File: src/sv/bbs_pkg.sv
`default_nettype none

package bbs_pkg;

  localparam int IDX_W     = 6;
  localparam int SIZE_IN_W = 31;
  localparam int ALIGN_W   = 5;
  localparam int MASK_W    = 32;
  localparam int OFF_W     = 32;
  localparam int CFG_W     = 32;

  localparam int IN_TDATA_W  = 72;
  localparam int OUT_TDATA_W = 40;

  localparam logic [CFG_W-1:0] DEF_CAP_RST = 32'd16777216;

  // Result kinds.
  localparam logic [1:0] RES_GRANT = 2'd0;
  localparam logic [1:0] RES_NEW   = 2'd1;
  localparam logic [1:0] RES_FULL  = 2'd2;

  typedef struct packed {
    logic             load_req;
    logic             rd_en;
    logic [IDX_W-1:0] rd_addr;
    logic             open_calc;
    logic             wr_hit;
    logic             wr_new;
    logic [IDX_W-1:0] new_idx;
    logic             out_load;
    logic [1:0]       res_kind;
  } bbs_cmd_t;

  typedef struct packed {
    logic hit;
    logic busy;
  } bbs_sts_t;

endpackage

`default_nettype wire

File: src/sv/bbs_dp.sv
`default_nettype none

module bbs_dp import bbs_pkg::*; #(
  parameter int BLOCK_SLOTS = 32,
  parameter int SIZE_BITS   = 32
) (
  input  wire logic                   clk,
  input  wire logic                   rst_n,
  input  wire logic                   cfg_valid,
  input  wire logic [CFG_W-1:0]       cfg_data,
  input  wire logic [IN_TDATA_W-1:0]  in_tdata,
  input  wire bbs_cmd_t               cmd,
  output bbs_sts_t                    sts,
  output logic [OUT_TDATA_W-1:0]      out_tdata,
  output logic                        out_tuser
);

  localparam int IW    = (BLOCK_SLOTS > 1) ? $clog2(BLOCK_SLOTS) : 1;
  localparam int EW    = ((SIZE_BITS > 32) ? SIZE_BITS : 32) + 2;
  localparam int ENT_W = MASK_W + 2 * SIZE_BITS;
  localparam logic [EW-1:0] SIZE_MAX = EW'({SIZE_BITS{1'b1}});

  logic [CFG_W-1:0]     def_cap_r;
  logic [SIZE_IN_W-1:0] size_r;
  logic [ALIGN_W-1:0]   alog_r;
  logic [MASK_W-1:0]    mask_r;

  logic [ENT_W-1:0]     mem [BLOCK_SLOTS];
  logic [ENT_W-1:0]     rd_q_r;
  logic [IW-1:0]        rd_idx_r;
  logic                 v_rd_r;
  logic                 v_a_r;

  logic [EW-1:0]        rounded_a_r;
  logic [SIZE_BITS-1:0] cap_a_r;
  logic                 match_a_r;
  logic [IW-1:0]        idx_a_r;

  logic [IW-1:0]        g_idx_r;
  logic [OFF_W-1:0]     g_off_r;
  logic [SIZE_BITS-1:0] g_used_r;
  logic [SIZE_BITS-1:0] g_cap_r;
  logic [SIZE_BITS-1:0] nc_cap_r;

  logic                 status_r;
  logic [IDX_W-1:0]     idx_r;
  logic [OFF_W-1:0]     off_r;
  logic                 new_r;

  logic [EW-1:0]        align_w;
  logic [EW-1:0]        align_m1;
  logic [MASK_W-1:0]    q_type;
  logic [SIZE_BITS-1:0] q_cap;
  logic [SIZE_BITS-1:0] q_used;
  logic [EW-1:0]        end_sum;
  logic                 hit;
  logic [EW-1:0]        need_sum;
  logic [EW-1:0]        cap_pre;
  logic [SIZE_BITS-1:0] new_used;

  always_comb begin
    align_w  = EW'(1) << alog_r;
    align_m1 = align_w - EW'(1);
    q_type   = rd_q_r[ENT_W-1 -: MASK_W];
    q_cap    = rd_q_r[2*SIZE_BITS-1 -: SIZE_BITS];
    q_used   = rd_q_r[SIZE_BITS-1:0];
    end_sum  = rounded_a_r + EW'(size_r);
    hit      = v_a_r & match_a_r & (end_sum <= EW'(cap_a_r));
    need_sum = EW'(size_r) + align_w;
    cap_pre  = (EW'(def_cap_r) < need_sum) ? need_sum : EW'(def_cap_r);
    new_used = (EW'(size_r) < EW'(nc_cap_r)) ? SIZE_BITS'(size_r) : nc_cap_r;
  end

  assign sts.hit  = hit;
  assign sts.busy = v_rd_r | v_a_r;

  always_ff @(posedge clk) begin
    if (!rst_n) begin
      def_cap_r <= DEF_CAP_RST;
      v_rd_r    <= 1'b0;
      v_a_r     <= 1'b0;
    end else begin
      if (cfg_valid) begin
        def_cap_r <= cfg_data;
      end
      // A hit stops the scan, so reads still in flight are dropped.
      v_rd_r <= cmd.rd_en & ~hit;
      v_a_r  <= v_rd_r & ~hit;
    end
  end

  always_ff @(posedge clk) begin
    if (cmd.load_req) begin
      size_r <= in_tdata[30:0];
      alog_r <= in_tdata[35:31];
      mask_r <= in_tdata[67:36];
    end
  end

  always_ff @(posedge clk) begin
    if (cmd.wr_hit) begin
      mem[g_idx_r] <= {mask_r, g_cap_r, g_used_r};
    end else if (cmd.wr_new) begin
      mem[cmd.new_idx[IW-1:0]] <= {mask_r, nc_cap_r, new_used};
    end
    if (cmd.rd_en) begin
      rd_q_r   <= mem[cmd.rd_addr[IW-1:0]];
      rd_idx_r <= cmd.rd_addr[IW-1:0];
    end
  end

  always_ff @(posedge clk) begin
    rounded_a_r <= (EW'(q_used) + align_m1) & ~align_m1;
    cap_a_r     <= q_cap;
    match_a_r   <= (q_type == mask_r);
    idx_a_r     <= rd_idx_r;
  end

  always_ff @(posedge clk) begin
    if (hit) begin
      g_idx_r  <= idx_a_r;
      g_off_r  <= rounded_a_r[OFF_W-1:0];
      g_used_r <= end_sum[SIZE_BITS-1:0];
      g_cap_r  <= cap_a_r;
    end else if (cmd.wr_new) begin
      g_idx_r <= cmd.new_idx[IW-1:0];
      g_off_r <= '0;
    end
    if (cmd.open_calc) begin
      nc_cap_r <= (cap_pre > SIZE_MAX) ? SIZE_MAX[SIZE_BITS-1:0] : cap_pre[SIZE_BITS-1:0];
    end
  end

  always_ff @(posedge clk) begin
    if (cmd.out_load) begin
      case (cmd.res_kind)
        RES_GRANT: begin
          status_r <= 1'b0;
          idx_r    <= IDX_W'(g_idx_r);
          off_r    <= g_off_r;
          new_r    <= 1'b0;
        end
        RES_NEW: begin
          status_r <= 1'b0;
          idx_r    <= IDX_W'(g_idx_r);
          off_r    <= g_off_r;
          new_r    <= 1'b1;
        end
        default: begin
          status_r <= 1'b1;
          idx_r    <= '0;
          off_r    <= '0;
          new_r    <= 1'b0;
        end
      endcase
    end
  end

  assign out_tdata = {1'b0, new_r, off_r, idx_r};
  assign out_tuser = status_r;

endmodule

`default_nettype wire

File: src/sv/bbs_ctrl.sv
`default_nettype none

module bbs_ctrl import bbs_pkg::*; #(
  parameter int BLOCK_SLOTS = 32
) (
  input  wire logic     clk,
  input  wire logic     rst_n,
  input  wire logic     in_tvalid,
  output logic          in_tready,
  output logic          out_tvalid,
  input  wire logic     out_tready,
  input  wire bbs_sts_t sts,
  output bbs_cmd_t      cmd
);

  localparam int CW = $clog2(BLOCK_SLOTS + 1);

  localparam logic [2:0] S_IDLE  = 3'd0;
  localparam logic [2:0] S_SCAN  = 3'd1;
  localparam logic [2:0] S_OPEN  = 3'd2;
  localparam logic [2:0] S_WRNEW = 3'd3;
  localparam logic [2:0] S_WRHIT = 3'd4;
  localparam logic [2:0] S_DONE  = 3'd5;

  logic [2:0]    state_r, state_nxt;
  logic [CW-1:0] cnt_r, cnt_nxt;
  logic [CW-1:0] open_r, open_nxt;
  logic [1:0]    kind_r, kind_nxt;
  logic          out_valid_r, out_valid_nxt;

  assign in_tready  = (state_r == S_IDLE);
  assign out_tvalid = out_valid_r;

  always_comb begin
    state_nxt     = state_r;
    cnt_nxt       = cnt_r;
    open_nxt      = open_r;
    kind_nxt      = kind_r;
    out_valid_nxt = out_valid_r & ~out_tready;
    cmd           = '0;
    cmd.rd_addr   = IDX_W'(cnt_r);
    cmd.new_idx   = IDX_W'(open_r);
    cmd.res_kind  = kind_r;
    case (state_r)
      S_IDLE: begin
        if (in_tvalid) begin
          cmd.load_req = 1'b1;
          cnt_nxt      = '0;
          state_nxt    = S_SCAN;
        end
      end
      S_SCAN: begin
        cmd.rd_en = (cnt_r < open_r) && !sts.hit;
        if (cmd.rd_en) begin
          cnt_nxt = cnt_r + CW'(1);
        end
        if (sts.hit) begin
          kind_nxt  = RES_GRANT;
          state_nxt = S_WRHIT;
        end else if ((cnt_r == open_r) && !sts.busy) begin
          if (open_r == CW'(BLOCK_SLOTS)) begin
            kind_nxt  = RES_FULL;
            state_nxt = S_DONE;
          end else begin
            state_nxt = S_OPEN;
          end
        end
      end
      S_OPEN: begin
        cmd.open_calc = 1'b1;
        state_nxt     = S_WRNEW;
      end
      S_WRNEW: begin
        cmd.wr_new = 1'b1;
        open_nxt   = open_r + CW'(1);
        kind_nxt   = RES_NEW;
        state_nxt  = S_DONE;
      end
      S_WRHIT: begin
        cmd.wr_hit = 1'b1;
        state_nxt  = S_DONE;
      end
      S_DONE: begin
        // Wait here only while the previous result is still held.
        if (!out_valid_r || out_tready) begin
          cmd.out_load  = 1'b1;
          out_valid_nxt = 1'b1;
          state_nxt     = S_IDLE;
        end
      end
      default: begin
        state_nxt = S_IDLE;
      end
    endcase
  end

  always_ff @(posedge clk) begin
    if (!rst_n) begin
      state_r     <= S_IDLE;
      cnt_r       <= '0;
      open_r      <= '0;
      kind_r      <= RES_GRANT;
      out_valid_r <= 1'b0;
    end else begin
      state_r     <= state_nxt;
      cnt_r       <= cnt_nxt;
      open_r      <= open_nxt;
      kind_r      <= kind_nxt;
      out_valid_r <= out_valid_nxt;
    end
  end

endmodule

`default_nettype wire

File: src/sv/block_bump_suballocator.sv
// Channel   Ports                       Payload
// in        in_tvalid/in_tready/in_*    request_size, align_log2, type_mask
// out       out_tvalid/out_tready/out_* status, block_index, grant_offset, opened_new
// cfg       cfg_valid/cfg_ready         default_block_capacity
//
// One request at a time. The block table is scanned from entry 0, one read per cycle,
// through a two-stage read and compare pipeline. A grant, a newly opened block or a no-room
// answer is offered in the cycle in which in_tready rises again. Reset empties the table
// and restores the default capacity of 16777216. A result held on a stalled output only
// delays the next result.
`default_nettype none

module block_bump_suballocator import bbs_pkg::*; #(
  parameter int BLOCK_SLOTS = 32,
  parameter int SIZE_BITS   = 32
) (
  input  wire logic                   clk,
  input  wire logic                   rst_n,
  input  wire logic                   cfg_valid,
  output logic                        cfg_ready,
  input  wire logic [CFG_W-1:0]       cfg_data,
  input  wire logic                   in_tvalid,
  output logic                        in_tready,
  // request_size [30:0], align_log2 [35:31], type_mask [67:36], zeros [71:68]
  input  wire logic [IN_TDATA_W-1:0]  in_tdata,
  output logic                        out_tvalid,
  input  wire logic                   out_tready,
  // block_index [5:0], grant_offset [37:6], opened_new [38], zero [39]
  output logic [OUT_TDATA_W-1:0]      out_tdata,
  // status [0]
  output logic                        out_tuser
);

  bbs_cmd_t cmd;
  bbs_sts_t sts;

  assign cfg_ready = 1'b1;

  bbs_ctrl #(
    .BLOCK_SLOTS (BLOCK_SLOTS)
  ) u_ctrl (
    .clk        (clk),
    .rst_n      (rst_n),
    .in_tvalid  (in_tvalid),
    .in_tready  (in_tready),
    .out_tvalid (out_tvalid),
    .out_tready (out_tready),
    .sts        (sts),
    .cmd        (cmd)
  );

  bbs_dp #(
    .BLOCK_SLOTS (BLOCK_SLOTS),
    .SIZE_BITS   (SIZE_BITS)
  ) u_dp (
    .clk       (clk),
    .rst_n     (rst_n),
    .cfg_valid (cfg_valid),
    .cfg_data  (cfg_data),
    .in_tdata  (in_tdata),
    .cmd       (cmd),
    .sts       (sts),
    .out_tdata (out_tdata),
    .out_tuser (out_tuser)
  );

endmodule

`default_nettype wire

File: config.mk
export PLATFORM = sky130hd
export DESIGN_NAME = block_bump_suballocator
export DESIGN_NICKNAME = d
export VERILOG_FILES = /design/src/sv/bbs_pkg.sv /design/src/sv/bbs_dp.sv /design/src/sv/bbs_ctrl.sv /design/src/sv/block_bump_suballocator.sv
export SDC_FILE = /design/constraint.sdc
export NUM_CORES = 2
export LEC_CHECK = 0
export BUFFER_PORTS_ARGS = -buffer_cell sky130_fd_sc_hd__buf_2
export CAP_MARGIN = 40
export CORE_MARGIN = 4
export CORE_UTILIZATION = 60
export CTS_BUF_LIST = sky130_fd_sc_hd__clkbuf_4
export CTS_CLUSTER_DIAMETER = 80
export DETAILED_ROUTE_END_ITERATION = 10
export HOLD_SLACK_MARGIN = 0.06
export PLACE_DENSITY = 0.82
export SYNTH_ARGS = -nofsm -noshare
export SYNTH_HDL_FRONTEND = slang
export SYNTH_HIERARCHICAL = 1
export SYNTH_SLANG_ARGS = --single-unit
export TNS_END_PERCENT = 20
File: constraint.sdc
create_clock -name clk -period 13.65 [get_ports clk]
set_input_delay 0.6825 -clock clk [delete_from_list [all_inputs] [get_ports clk]]
set_output_delay 0.6825 -clock clk [all_outputs]
set_load 0.1 [all_outputs]
==> impl_metrics.toml <==
[run_status]
status = "finished with violations"
violations = "slew limit"

[synthesis]
netlist_area_um2 = 140000
synth-edff-count = 3413
ys_seq_area_frac = 0.749
ys_seq_elements = 3537
synthFlopType = "edfxtp_1"
syn_area_per_cell_um2 = 21.2
synth.distinct_cells = 97
synthArstFlopShare = 0
ys.warnings.count = 6
synthCells = 6594

[power]
power_density_nw_per_um2 = 141
leakagePower_nw = 52.5
ir_worst_vdd_uv = 122

[cts]
insertion_delay_ns = 1.54
cts_max_level = 6
cts_resized = 0
cts_max_path_buffers = 4
cts_tree = "yes"
cts_setup_buffers = 0
cts_buffers = 841
cts-root-buf = "clkbuf_4"
hold_buffers = 263
clkTransAtPathRegs_ns = 0.07
numClockSinks = 3537

[sta]
worstMarginPinSlew_ns = 1.74
fin_setup_tns_ns = 0
final.min_clock_period_ns = 8.37
rsz0062_at_grt = "false"
hold_viol = 0
fin_ws_ns = 5.28
drv_slew = 47
fin_skew_ns = 0.221
fmax_mhz = 119
period_share = 0.613
timing.slew.headroom = -0.158
setup_viol = 0

[grt]
grt_antenna_before_repair = 17
grtUsageTotal = 0.336
grt_pass1_wl_um = 576000
gr-total-overflow = 0
grt_pass1_vias = 79800
grt_max_degree = 115

[critical_path]
arrival_ns = 9.55
path_cells = "nor2_1 > clkinv_1 > nor2_1 > ha_1 > a41oi_1 > o21ai_1 > a221oi_1 > a21oi_1 > a21oi_1 > nor2_1 > a21o_1 > a21oi_1 > xor2_1 > ha_1 > nand4_1 > nor2_1 > a211oi_1 > o311ai_1 > a221o_2 > buf_4 > a211o_1 > o21ai_0 > o211ai_1"
critPathMaxFanout = 54
startpoint_type = "flop"
max_stage_delay_ns = 0.72
critPathKind = "flop to flop"
critPathSlowestCell = "a211oi_1"
cp-end-kind = "flop"
required_ns = 14.83
cp_common_cell = "nor2_1"

[detailed_routing]
drc = 0
firstDrtPassIters = 8
finalWirelength_um = 412000
vias_per_cell = 6.83
antenna_left = 0
vias = 78700
drt_iter0_drc = 13100
wl_per_cell_um = 35.7

[placed_design]
gp_congestion = 0.981
hpwl_um = 210000
dpl_worst_slack_ns = 5.68
port_buffers = 145

[floorplanning]
design.die.area_um2 = 241000
coreArea_um2 = 233000
pin_count = 153
start_util = 0.602
die_height_um = 491
die-width_um = 491
rows = 177

[cells_and_area]
synthToLayoutAreaGrowth_pct = 15.0
drive_gt1_frac = 0.342
nets = 8104

[min_path]
hp-class = "input pin to flop"

[flow_run]
cap_viol_max_count = 0
[metal layers]
| layer | vias up | global-route usage | wire length (um) | part of all wire |
|---|---|---|---|---|
| met5 | - | 0 | 20 | 0.000049 |
| met4 | 2 | 0.154 | 22700 | 0.055 |
| met3 | 1320 | 0.0781 | 58500 | 0.14 |
| met2 | 7416 | 0.530 | 199000 | 0.48 |
| met1 | 39500 | 0.455 | 131000 | 0.32 |
| li1 | 30500 | - | - | - |
[power breakdown]
part	switching [mW]	internal, mW
Combinational	1.07	0.612
Sequential	0.204	12.1
Clock	4.35	4.34
[cells by family (layout without fill, tap and decap cells)]
kind of cell	Yosys count	after routing	synth area share
AO/OA/AOI/OAI	565	565	0.0255
XOR/XNOR	121	121	0.00757
adder cells (fa/ha/maj)	199	199	0.0179
buffers and inverters	423	2288	0.0116
flip-flops	3537	3537	0.749
multiplexers	1096	1096	0.165
other	2	18	0.0000536
AND/OR/NAND/NOR	651	651	0.0230
[path summary, 6_finish.rpt]
path / start / end / slack (ns) / cells after the start
hold reg to reg: u_dp/rd_idx_r[0] / u_dp/idx_a_r[0] / 0.24 / 0
setup / recovery: u_dp/alog_r[4] / u_dp/nc_cap_r[31] / 5.28 / 23
setup reg to reg: u_dp/alog_r[4] / u_dp/nc_cap_r[31] / 5.28 / 23
hold / removal: in_tdata[34] / u_dp/alog_r[3] / 0.18 / 2
[synthesized netlist by cell type, types with 54 or more instances]
| cell type | count | share of area |
|---|---|---|
| inv_1 | 117 | 0.0031 |
| dfxtp_1 | 124 | 0.018 |
| nor2_1 | 191 | 0.0051 |
| clkbuf_1 | 252 | 0.0068 |
| nor2b_1 | 82 | 0.0037 |
| mux2_2 | 97 | 0.0078 |
| edfxtp_1 | 3413 | 0.73 |
| a21oi_1 | 158 | 0.0056 |
| mux4_2 | 960 | 0.15 |
| nand2_1 | 161 | 0.0043 |
| xor2_1 | 67 | 0.0042 |
| ha_1 | 195 | 0.017 |
| a21o_1 | 78 | 0.0042 |
| o21ai_0 | 109 | 0.0039 |
| xnor2_1 | 54 | 0.0034 |
[through the flow]
step	power, mW	instance area [um^2]	hold WS, ns	util	instances
final	22.7	161000	0.185	0.692	11500
after floorplan	13.5	140000	0.323	-	6597
after CTS	22.6	161000	0.0916	0.690	11500
after detailed placement	14.1	147000	0.327	0.633	9714
after global routing	23.6	161000	0.127	0.692	11500
after global placement	14.0	145000	0.325	0.625	9619
[area by class of cell]
| class | instances | area (um^2) |
|---|---|---|
| clock buffers | 1248 | 9370 |
| clock inverters | 260 | 1300 |
| flip-flops and latches | 3537 | 105000 |
| fillers | 13300 | 71500 |
| multi-input cells | 2637 | 34100 |
| inverters | 119 | 447 |
| well taps | 3043 | 3810 |
| diodes | 13 | 32.5 |
| repair buffers | 661 | 7010 |
[cell usage in the layout (no fill, tap or decap), drive strengths merged, types with 16 or more instances in the layout]
cell type,n
mux2,102
o21ai,132
nand2,162
a21o,78
a31oi,50
clkinv,232
xnor2,54
nor3,18
mux4,960
nand3,36
clkbuf,1256
and2,41
dlygate4sd3,263
inv,132
a21oi,158
xor2,67
nand4,22
o21a,16
nor2b,82
dfxtp,124
buf,390
o211ai,42
nor2,192
nand2b,18
mux2i,34
ha,195
edfxtp,3413
[flip-flops by register name, summed over array words and instances, names as in the netlist, 2 cells and up]
| name | cells |
|---|---|
| u_dp/g_used_r | 32 |
| u_dp/rd_idx_r | 5 |
| u_dp/def_cap_r | 32 |
| u_dp/g_cap_r | 32 |
| u_ctrl/cnt_r | 6 |
| u_dp/cap_a_r | 32 |
| u_dp/g_idx_r | 5 |
| u_dp/rounded_a_r | 34 |
| u_dp/idx_a_r | 5 |
| u_dp/alog_r | 5 |
| u_dp/mem | 3072 |
| u_dp/nc_cap_r | 32 |
| u_dp/off_r | 32 |
| u_dp/rd_q_r | 96 |
| u_dp/g_off_r | 32 |
| u_dp/mask_r | 32 |
| u_dp/size_r | 31 |
| u_ctrl/open_r | 6 |
| u_ctrl/state_r | 3 |
| u_ctrl/kind_r | 2 |
| u_dp/idx_r | 5 |
[critical path: cells and delay by family (launching register included)]
| kind | cells | cell delay, ns |
|---|---|---|
| AO/OA/AOI/OAI | 13 | 4.45 |
| XOR/XNOR | 1 | 0.25 |
| adder cells (fa/ha/maj) | 2 | 0.62 |
| buffers and inverters | 2 | 0.84 |
| flip-flops | 1 | 0.67 |
| AND/OR/NAND/NOR | 5 | 1.32 |
Note: power is estimated with default switching activity, not from simulation.
